$ cat src/hw/rtl/markup_row_cell_to_csv_filter_core_assert.svh
// ---------------------------------------------------------------------------
// Assertion macros
// Shared concurrent assertion forms for the markup row/cell filter modules.
// ---------------------------------------------------------------------------
`ifndef MARKUP_ROW_CELL_TO_CSV_FILTER_CORE_ASSERT_SVH
`define MARKUP_ROW_CELL_TO_CSV_FILTER_CORE_ASSERT_SVH

// Same-cycle implication, checked on every rising edge outside reset.
`define MRCF_ASSERT(label, ante, cons) \
	label: assert property (@(posedge clk) disable iff (!arst_n) (ante) |-> (cons)) \
		else $error("%m: assertion failed");

// Next-cycle implication, checked on every rising edge outside reset.
`define MRCF_ASSERT_NEXT(label, ante, cons) \
	label: assert property (@(posedge clk) disable iff (!arst_n) (ante) |=> (cons)) \
		else $error("%m: assertion failed");

`endif

$ cat src/hw/rtl/mrcf_pkg.sv
// ---------------------------------------------------------------------------
// mrcf_pkg
// Types, characters and pattern matching shared by the filter modules.
// ---------------------------------------------------------------------------
`timescale 1ns / 1ps

package mrcf_pkg;

	localparam int DLY_DEPTH = 7;
	localparam int PLAN_LEN  = 4;
	localparam int PAT_W     = 40;

	localparam logic [7:0] CH_LT    = 8'h3C;
	localparam logic [7:0] CH_GT    = 8'h3E;
	localparam logic [7:0] CH_NL    = 8'h0A;
	localparam logic [7:0] CH_SP    = 8'h20;
	localparam logic [7:0] CH_COMMA = 8'h2C;

	// Patterns are left aligned: the first character sits in the top byte.
	localparam logic [PAT_W-1:0] PAT_ROW_LC  = {"row", 16'h0000};
	localparam logic [PAT_W-1:0] PAT_ROW_UC  = {"ROW", 16'h0000};
	localparam logic [PAT_W-1:0] PAT_ROW_MC  = {"Row", 16'h0000};
	localparam logic [PAT_W-1:0] PAT_EROW_LC = {"/row", 8'h00};
	localparam logic [PAT_W-1:0] PAT_EROW_UC = {"/ROW", 8'h00};
	localparam logic [PAT_W-1:0] PAT_EROW_MC = {"/Row", 8'h00};
	localparam logic [PAT_W-1:0] PAT_CELL_LC = "/cell";
	localparam logic [PAT_W-1:0] PAT_CELL_UC = "/CELL";
	localparam logic [PAT_W-1:0] PAT_CELL_MC = "/Cell";

	typedef struct packed {
		logic [7:0] in_byte;
		logic       in_last;
	} in_item_t;

	typedef struct packed {
		logic [7:0] out_byte;
		logic       out_last;
	} out_item_t;

	typedef struct packed {
		logic [7:0] b;
		logic       valid;
		logic       start;
		logic       text;
	} slot_t;

	typedef slot_t [DLY_DEPTH-1:0] win_t;

	// One retired delay-line entry, already judged by the front part.
	typedef struct packed {
		logic [7:0] b;
		logic       txt;
		logic       row_hit;
		logic       nl;
		logic       cm;
		logic       fin;
		logic       eos;
	} cmd_t;

	// True if the pattern starts at window offset 0, 1 or 2 and fits within
	// the valid part of the window, which is always a prefix.
	function automatic logic pat_hit(input win_t w, input logic [PAT_W-1:0] pat,
			input int plen);
		logic hit;
		logic ok;
		hit = 1'b0;
		for (int o = 0; o < 3; o++) begin
			ok = w[o+plen-1].valid;
			for (int i = 0; i < 5; i++) begin
				if (i < plen) begin
					if (w[o+i].b != pat[PAT_W-1-8*i -: 8]) begin
						ok = 1'b0;
					end
				end
			end
			hit = hit | ok;
		end
		return hit;
	endfunction

endpackage

$ cat src/hw/rtl/mrcf_front.sv
// ---------------------------------------------------------------------------
// mrcf_front
// Classifies incoming bytes, runs the delay line and judges windows.
// ---------------------------------------------------------------------------
`timescale 1ns / 1ps
`include "markup_row_cell_to_csv_filter_core_assert.svh"

module mrcf_front
	import mrcf_pkg::*;
(
	input  logic     clk,
	input  logic     arst_n,
	input  logic     in_valid,
	output logic     in_ready,
	input  in_item_t in_data,
	output logic     cmd_valid,
	input  logic     cmd_ready,
	output cmd_t     cmd
);

	localparam int CNT_W = $clog2(DLY_DEPTH + 1);

	win_t             dl_q;
	logic             tag_q;
	logic             drain_q;
	logic [CNT_W-1:0] drain_cnt_q;

	slot_t new_slot;
	logic  tag_nx;
	win_t  win;
	logic  fire;
	logic  is_win;

	always_comb begin
		new_slot = '0;
		tag_nx   = tag_q;
		if (!drain_q) begin
			new_slot.b     = in_data.in_byte;
			new_slot.valid = 1'b1;
			if (!tag_q) begin
				if (in_data.in_byte == CH_LT) begin
					new_slot.start = 1'b1;
					tag_nx         = 1'b1;
				end else begin
					new_slot.text = 1'b1;
				end
			end else if (in_data.in_byte == CH_GT) begin
				tag_nx = 1'b0;
			end
		end
		for (int k = 0; k < DLY_DEPTH - 1; k++) begin
			win[k] = dl_q[k+1];
		end
		win[DLY_DEPTH-1] = new_slot;
	end

	assign is_win = dl_q[0].valid & dl_q[0].start;

	always_comb begin
		cmd.b       = dl_q[0].b;
		cmd.txt     = dl_q[0].valid & dl_q[0].text;
		cmd.row_hit = is_win & (pat_hit(win, PAT_ROW_LC, 3) | pat_hit(win, PAT_ROW_UC, 3) |
			pat_hit(win, PAT_ROW_MC, 3));
		cmd.nl      = is_win & (pat_hit(win, PAT_EROW_LC, 4) | pat_hit(win, PAT_EROW_UC, 4) |
			pat_hit(win, PAT_EROW_MC, 4));
		cmd.cm      = is_win & (pat_hit(win, PAT_CELL_LC, 5) | pat_hit(win, PAT_CELL_UC, 5) |
			pat_hit(win, PAT_CELL_MC, 5));
		cmd.fin     = drain_q | in_data.in_last;
		cmd.eos     = drain_q & (drain_cnt_q == CNT_W'(1));
	end

	assign cmd_valid = drain_q | in_valid;
	assign in_ready  = !drain_q && cmd_ready;
	assign fire      = cmd_valid && cmd_ready;

	always_ff @(posedge clk or negedge arst_n) begin
		if (!arst_n) begin
			dl_q        <= '0;
			tag_q       <= 1'b0;
			drain_q     <= 1'b0;
			drain_cnt_q <= '0;
		end else if (fire) begin
			dl_q <= win;
			if (!drain_q) begin
				tag_q <= in_data.in_last ? 1'b0 : tag_nx;
				if (in_data.in_last) begin
					drain_q     <= 1'b1;
					drain_cnt_q <= CNT_W'(DLY_DEPTH);
				end
			end else begin
				drain_cnt_q <= drain_cnt_q - CNT_W'(1);
				if (drain_cnt_q == CNT_W'(1)) begin
					drain_q <= 1'b0;
				end
			end
		end
	end

	`MRCF_ASSERT_NEXT(a_last_starts_drain, in_valid && in_ready && in_data.in_last, drain_q && drain_cnt_q == CNT_W'(DLY_DEPTH))
	`MRCF_ASSERT(a_eos_only_in_drain, cmd_valid && cmd.eos, drain_q && !in_ready)

endmodule

$ cat src/hw/rtl/mrcf_queue.sv
// ---------------------------------------------------------------------------
// mrcf_queue
// Short command queue between the front and back parts.
// ---------------------------------------------------------------------------
`timescale 1ns / 1ps
`include "markup_row_cell_to_csv_filter_core_assert.svh"

module mrcf_queue
	import mrcf_pkg::*;
#(
	parameter int DEPTH = 4
) (
	input  logic clk,
	input  logic arst_n,
	input  logic push_valid,
	output logic push_ready,
	input  cmd_t push_data,
	output logic pop_valid,
	input  logic pop_ready,
	output cmd_t pop_data
);

	localparam int PTR_W = $clog2(DEPTH);
	localparam int CNT_W = $clog2(DEPTH + 1);

	cmd_t             mem_q [DEPTH];
	logic [PTR_W-1:0] wr_ptr_q;
	logic [PTR_W-1:0] rd_ptr_q;
	logic [CNT_W-1:0] cnt_q;
	logic             push;
	logic             pop;

	assign push_ready = cnt_q != CNT_W'(DEPTH);
	assign pop_valid  = cnt_q != '0;
	assign pop_data   = mem_q[rd_ptr_q];
	assign push       = push_valid && push_ready;
	assign pop        = pop_valid && pop_ready;

	always_ff @(posedge clk) begin
		if (push) begin
			mem_q[wr_ptr_q] <= push_data;
		end
	end

	always_ff @(posedge clk or negedge arst_n) begin
		if (!arst_n) begin
			wr_ptr_q <= '0;
			rd_ptr_q <= '0;
			cnt_q    <= '0;
		end else begin
			if (push) begin
				wr_ptr_q <= (wr_ptr_q == PTR_W'(DEPTH - 1)) ? '0 : wr_ptr_q + PTR_W'(1);
			end
			if (pop) begin
				rd_ptr_q <= (rd_ptr_q == PTR_W'(DEPTH - 1)) ? '0 : rd_ptr_q + PTR_W'(1);
			end
			if (push && !pop) begin
				cnt_q <= cnt_q + CNT_W'(1);
			end else if (pop && !push) begin
				cnt_q <= cnt_q - CNT_W'(1);
			end
		end
	end

	`MRCF_ASSERT(a_cnt_bound, 1'b1, cnt_q <= CNT_W'(DEPTH))

endmodule

$ cat src/hw/rtl/mrcf_back.sv
// ---------------------------------------------------------------------------
// mrcf_back
// Expands commands into output bytes, keeps the row flag, marks stream end.
// ---------------------------------------------------------------------------
`timescale 1ns / 1ps
`include "markup_row_cell_to_csv_filter_core_assert.svh"

module mrcf_back
	import mrcf_pkg::*;
(
	input  logic      clk,
	input  logic      arst_n,
	input  logic      cmd_valid,
	output logic      cmd_ready,
	input  cmd_t      cmd,
	output logic      out_valid,
	input  logic      out_ready,
	output out_item_t out_data
);

	localparam int REM_W = $clog2(PLAN_LEN + 1);

	logic                         busy_q;
	logic [REM_W-1:0]             rem_q;
	logic [PLAN_LEN-1:0][7:0]     plan_q;
	logic                         fin_q;
	logic                         flush_q;
	logic                         row_q;
	logic [7:0]                   hold_q;
	logic                         hold_v_q;
	logic                         out_valid_q;
	out_item_t                    out_q;

	logic                     space;
	logic                     emit_go;
	logic                     flush_go;
	logic                     done;
	logic                     pop;
	logic [PLAN_LEN-1:0][7:0] p_plan;
	logic [REM_W-1:0]         p_cnt;

	assign space     = !out_valid_q || out_ready;
	assign emit_go   = busy_q && (rem_q != '0) && space;
	assign flush_go  = busy_q && (rem_q == '0) && flush_q && (space || !hold_v_q);
	assign done      = busy_q && (rem_q == '0) && !flush_q;
	assign cmd_ready = !busy_q || done;
	assign pop       = cmd_valid && cmd_ready;
	assign out_valid = out_valid_q;
	assign out_data  = out_q;

	// Output order within a window: newline first, then the cell separator.
	always_comb begin
		p_plan = '0;
		p_cnt  = '0;
		if (cmd.txt) begin
			p_plan[0] = cmd.b;
			p_cnt     = row_q ? REM_W'(1) : '0;
		end else if (cmd.nl) begin
			p_plan[0] = CH_NL;
			p_plan[1] = CH_SP;
			p_plan[2] = CH_COMMA;
			p_plan[3] = CH_SP;
			p_cnt     = cmd.cm ? REM_W'(4) : REM_W'(1);
		end else if (cmd.cm) begin
			p_plan[0] = CH_SP;
			p_plan[1] = CH_COMMA;
			p_plan[2] = CH_SP;
			p_cnt     = REM_W'(3);
		end
	end

	always_ff @(posedge clk) begin
		if (pop) begin
			plan_q <= p_plan;
			fin_q  <= cmd.fin;
		end else if (emit_go) begin
			plan_q <= plan_q >> 8;
		end
		if (emit_go && fin_q) begin
			hold_q <= plan_q[0];
		end
		if (emit_go) begin
			if (fin_q) begin
				out_q.out_byte <= hold_q;
			end else begin
				out_q.out_byte <= plan_q[0];
			end
			out_q.out_last <= 1'b0;
		end else if (flush_go && hold_v_q) begin
			out_q.out_byte <= hold_q;
			out_q.out_last <= 1'b1;
		end
	end

	always_ff @(posedge clk or negedge arst_n) begin
		if (!arst_n) begin
			busy_q      <= 1'b0;
			rem_q       <= '0;
			flush_q     <= 1'b0;
			row_q       <= 1'b0;
			hold_v_q    <= 1'b0;
			out_valid_q <= 1'b0;
		end else begin
			if (out_valid_q && out_ready) begin
				out_valid_q <= 1'b0;
			end
			if (pop) begin
				busy_q  <= 1'b1;
				rem_q   <= p_cnt;
				flush_q <= cmd.eos;
				if (cmd.row_hit) begin
					row_q <= 1'b1;
				end
			end else if (done) begin
				busy_q <= 1'b0;
			end
			if (emit_go) begin
				rem_q <= rem_q - REM_W'(1);
				if (fin_q) begin
					hold_v_q <= 1'b1;
					if (hold_v_q) begin
						out_valid_q <= 1'b1;
					end
				end else begin
					out_valid_q <= 1'b1;
				end
			end
			if (flush_go) begin
				flush_q  <= 1'b0;
				row_q    <= 1'b0;
				hold_v_q <= 1'b0;
				if (hold_v_q) begin
					out_valid_q <= 1'b1;
				end
			end
		end
	end

	`MRCF_ASSERT(a_hold_only_final, busy_q && !fin_q, !hold_v_q)
	`MRCF_ASSERT(a_rem_bound, 1'b1, rem_q <= REM_W'(PLAN_LEN))

endmodule

$ cat src/hw/rtl/markup_row_cell_to_csv_filter_core.sv
// Turns a markup byte stream into CSV-like text: row tags arm text output, closing row tags
// become a newline and closing cell tags become " , ". Every input item is judged as it leaves
// a seven-entry delay line, so an item's output appears seven items later, or during the
// end-of-stream drain. The front part takes one item per cycle while the command queue has
// room; the back part takes the next retired entry only after it has emitted every output
// byte of the current one, and each byte waits for room at the output.
// After an item with in_last the front drains its delay line without taking input, the back
// holds the final byte until the last drain entry is done, and that byte carries out_last; a
// stream end that yields no output marks nothing.
// ---------------------------------------------------------------------------
// markup_row_cell_to_csv_filter_core
// Top level: front classifier, command queue and output back end.
// ---------------------------------------------------------------------------
`timescale 1ns / 1ps

module markup_row_cell_to_csv_filter_core
	import mrcf_pkg::*;
#(
	parameter int QUEUE_DEPTH = 4
) (
	input  logic      clk,
	input  logic      arst_n,
	input  logic      in_valid,
	output logic      in_ready,
	input  in_item_t  in_data,
	output logic      out_valid,
	input  logic      out_ready,
	output out_item_t out_data
);

	logic f_cmd_valid;
	logic f_cmd_ready;
	cmd_t f_cmd;
	logic b_cmd_valid;
	logic b_cmd_ready;
	cmd_t b_cmd;

	mrcf_front u_front (
		.clk       (clk),
		.arst_n    (arst_n),
		.in_valid  (in_valid),
		.in_ready  (in_ready),
		.in_data   (in_data),
		.cmd_valid (f_cmd_valid),
		.cmd_ready (f_cmd_ready),
		.cmd       (f_cmd)
	);

	mrcf_queue #(
		.DEPTH (QUEUE_DEPTH)
	) u_queue (
		.clk        (clk),
		.arst_n     (arst_n),
		.push_valid (f_cmd_valid),
		.push_ready (f_cmd_ready),
		.push_data  (f_cmd),
		.pop_valid  (b_cmd_valid),
		.pop_ready  (b_cmd_ready),
		.pop_data   (b_cmd)
	);

	mrcf_back u_back (
		.clk       (clk),
		.arst_n    (arst_n),
		.cmd_valid (b_cmd_valid),
		.cmd_ready (b_cmd_ready),
		.cmd       (b_cmd),
		.out_valid (out_valid),
		.out_ready (out_ready),
		.out_data  (out_data)
	);

endmodule
$ cat config.mk
export PLATFORM = sky130hd
export DESIGN_NAME = markup_row_cell_to_csv_filter_core
export DESIGN_NICKNAME = d
export VERILOG_FILES = /design/src/hw/rtl/mrcf_pkg.sv /design/src/hw/rtl/mrcf_front.sv /design/src/hw/rtl/mrcf_queue.sv /design/src/hw/rtl/mrcf_back.sv /design/src/hw/rtl/markup_row_cell_to_csv_filter_core.sv
export VERILOG_INCLUDE_DIRS = /design/src /design/src/hw/rtl
export SDC_FILE = /design/constraint.sdc
export NUM_CORES = 1
export LEC_CHECK = 0
export ABC_AREA = 1
export BUFFER_PORTS_ARGS = -buffer_cell sky130_fd_sc_hd__buf_2
export CORE_ASPECT_RATIO = 1.2
export CORE_MARGIN = 5
export CORE_UTILIZATION = 30
export DETAILED_ROUTE_END_ITERATION = 7
export PLACE_DENSITY_LB_ADDON = 0.3
export SKIP_CTS_REPAIR_TIMING = 1
export SYNTH_ARGS = -nofsm -noshare
export SYNTH_HDL_FRONTEND = slang
export SYNTH_SLANG_ARGS = --single-unit
$ cat constraint.sdc
create_clock -name clk -period 4.5 [get_ports clk]
set_clock_uncertainty 0.05 [all_clocks]
set_input_delay 1.35 -clock clk [delete_from_list [all_inputs] [get_ports clk]]
set_output_delay 1.35 -clock clk [all_outputs]
set_load 0.1 [all_outputs]
==> results.cfg <==
[critical_path]
cp_top_family = flip-flops
cp_data_arrival_time_ns = 1.62
crit_fanout = 4
critPathSlowestCell = dfrtp_1
cp.buffers_inverters = 1
critPathCaptureType = output port
startpoint_type = flop
r2r-start = u_queue.rd_ptr_q[1]
cp-startpoint = u_queue.cnt_q[0]
path_class = reg2out
crit_chain = nor3_4 -> nor2_1 -> buf_2
required_ns = 3.10
max_stage_delay_ns = 0.46

[floorplanning]
rows = 65
dieArea_um2 = 30300
initial_core_util = 0.306
die_w_um = 160
io_pins = 24
die_y_um = 190
core_area_um2 = 26400

[detailed_routing]
viasPerCell = 4.43
wire_per_inst_um = 13.2
drt_wl_total_um = 15800
vias = 5326
ant_nets = 0
drc = 0
firstDrtPassIters = 4
drt_iter0_drc = 269

[status]
status = completed

[global_routing]
antenna_found_initial = 0
grt_pass1_wl_um = 27100
grtUsageTotal = 0.110
grt_max_degree = 69
grt_pass1_vias = 5446
grt_overflow_total = 0

[finish]
fin_area_um2 = 9120
drive_above_1_share = 0.0970
mostFrequentLayoutCells = nand2_1 (212), dfrtp_1 (97), nor2_1 (90)
n_antenna_cell = 0
instances_no_fill = 1201
syn_to_final_growth_pct = 12.8
fin_nets = 880
final_util = 0.345
final_common_cell = nand2_1
fillerInstances = 2686

[cts]
ctsLongestPathBuffers = 2
clkSinkCount = 183
cts-root-buf = clkbuf_16
h-tree-depth = 4
cts_buffers = 17
clock_latency_ns = 0.44
cts_tree = done
clk_pin_slew_ns = 0.08

[synth]
yosys_warnings = 0
ys_types = 44
synth-async-reset-ratio = 0.530
yosys.area.top_type = edfxtp_1
syn_nets = 857
synth_top_area_frac = 0.316
synth-seq-cells = 183
avgSynthCellArea_um2 = 9.74
synth_edf_count = 85
syn_area_um2 = 8080
yosys-top-cells-area = edfxtp_1 (32%), dfrtp_1 (30%), nand2_1 (9.8%), o21ai_0 (4.8%), nor2_1 (4.2%)
synth_cells = 830
synthFlopType = dfrtp_1
synth-seq-area-share = 0.618

[place]
io_buffers = 23
post_dp_cell_area_um2 = 8500
dp_hpwl_um = 10800
place_inst = 1169
finalWeightedCongestion = 0.803

[pwr]
p_leak_nw = 3.88
powerDensity_nw_per_um2 = 759
p_total_mw = 6.92
ir_worst_vdd_v = 0.000321

[timing]
fin_crit_sh = 0.671
clock.fmax_mhz = 331
slew_viol_final = 0
rsz0062_at_grt = no
setup_viol = 0
tightest_slew_ns = 0.815
fin_crit_ns = 3.02
finalHoldViolCount = 0
relSlewSlack = 0.456
setup-tns-final_ns = 0

[min_path]
worstHoldStart = u_back.out_data[0]
hp-class = reg2reg

[run]
max-cap-violations = 0
-- worst min-delay path: cells and delay by family (launching register included) --
kind                   cells  cell delay [ns]
buffers and inverters      1             0.04
flip-flops                 1             0.31
AO/OA/AOI/OAI              1             0.05
-- logic make-up after synthesis --
logic type / share of synthesized area
AND/OR/NAND/NOR: 0.200
flip-flops: 0.618
AO/OA/AOI/OAI: 0.0888
buffers and inverters: 0.0669
adder cells (fa/ha/maj): 0.0226
XOR/XNOR: 0.00217
multiplexers: 0.00139
-- cell usage after synthesis, types with 2 or more instances --
library cell / number
nor2_8: 2
a32oi_1: 2
buf_1: 2
inv_2: 3
o21ai_0: 77
inv_1: 89
nor2_1: 90
clkinv_1: 2
nand3_1: 35
dfrtp_1: 97
clkbuf_1: 6
ha_1: 13
buf_2: 10
a32o_1: 2
nand2_2: 3
buf_4: 2
nor3_1: 11
nand2_1: 212
nor2_4: 3
buf_8: 2
o22ai_1: 8
buf_6: 5
o21ai_1: 15
nand3b_1: 3
nand4_1: 15
o21ai_2: 4
a21oi_1: 14
edfxtp_1: 85
o31ai_1: 2
o221ai_1: 2
-- sequential cells by signal, summed over array words and instances, names as in the netlist, 2 cells and up --
| signal | cells |
|---|---|
| u_front.dl_q | 69 |
| u_queue.rd_ptr_q | 2 |
| u_queue.wr_ptr_q | 2 |
| u_front.drain_cnt_q | 3 |
| u_queue.cnt_q | 3 |
| u_back.plan_q | 12 |
| u_queue.mem_q | 56 |
| u_back.rem_q | 3 |
| u_back.out_data | 9 |
| u_front.cmd | 8 |
| u_back.hold_q | 8 |
-- area by class of cell --
cell class / count / area [um^2] / share of cell area
inverter: 95 / 359 / 0.0394
timing repair buffer: 31 / 178 / 0.0195
tap: 335 / 419 / 0.0460
clock inverter: 15 / 191 / 0.0210
clock buffer: 17 / 425 / 0.0467
sequential: 183 / 5000 / 0.548
multi-input combinational: 525 / 2540 / 0.279
-- where the power goes --
part / leakage [nW] / internal [mW] / switching [mW]
Combinational: 1.49 / 0.656 / 1.78
Sequential: 2.08 / 2.58 / 0.381
Clock: 0.299 / 0.763 / 0.758
-- final timing paths --
check / endpoint / slack [ns] / depth (start not counted)
worst min-delay path: u_back.out_data[0] / 0.40 / 2
max in group asynchronous: u_front.dl_q[57] / 2.81 / 2
worst max register to register: u_back.rem_q[0] / 1.85 / 8
worst max-delay path: in_ready / 1.48 / 3
worst min register to register: u_back.out_data[0] / 0.40 / 2
min in group asynchronous: u_front.dl_q[14] / 0.79 / 1
-- through the flow --
step           hold WS (ns)  worst slack (ns)
2_1_floorplan         0.377              1.30
3_3_place_gp          0.380              1.29
3_5_place_dp          0.383              1.28
4_1_cts               0.401              1.44
5_1_grt               0.417              1.35
6_report              0.399              1.48
-- routing by layer --
layer	wire length [um]	vias to the layer above	GRT usage
met1	7040	2443	0.131
met3	558	17	0.0299
met2	7990	77	0.196
met4	221	0	0.0318
li1	-	2789	-
met5	0	-	0
(Power assumes the default switching activity.)
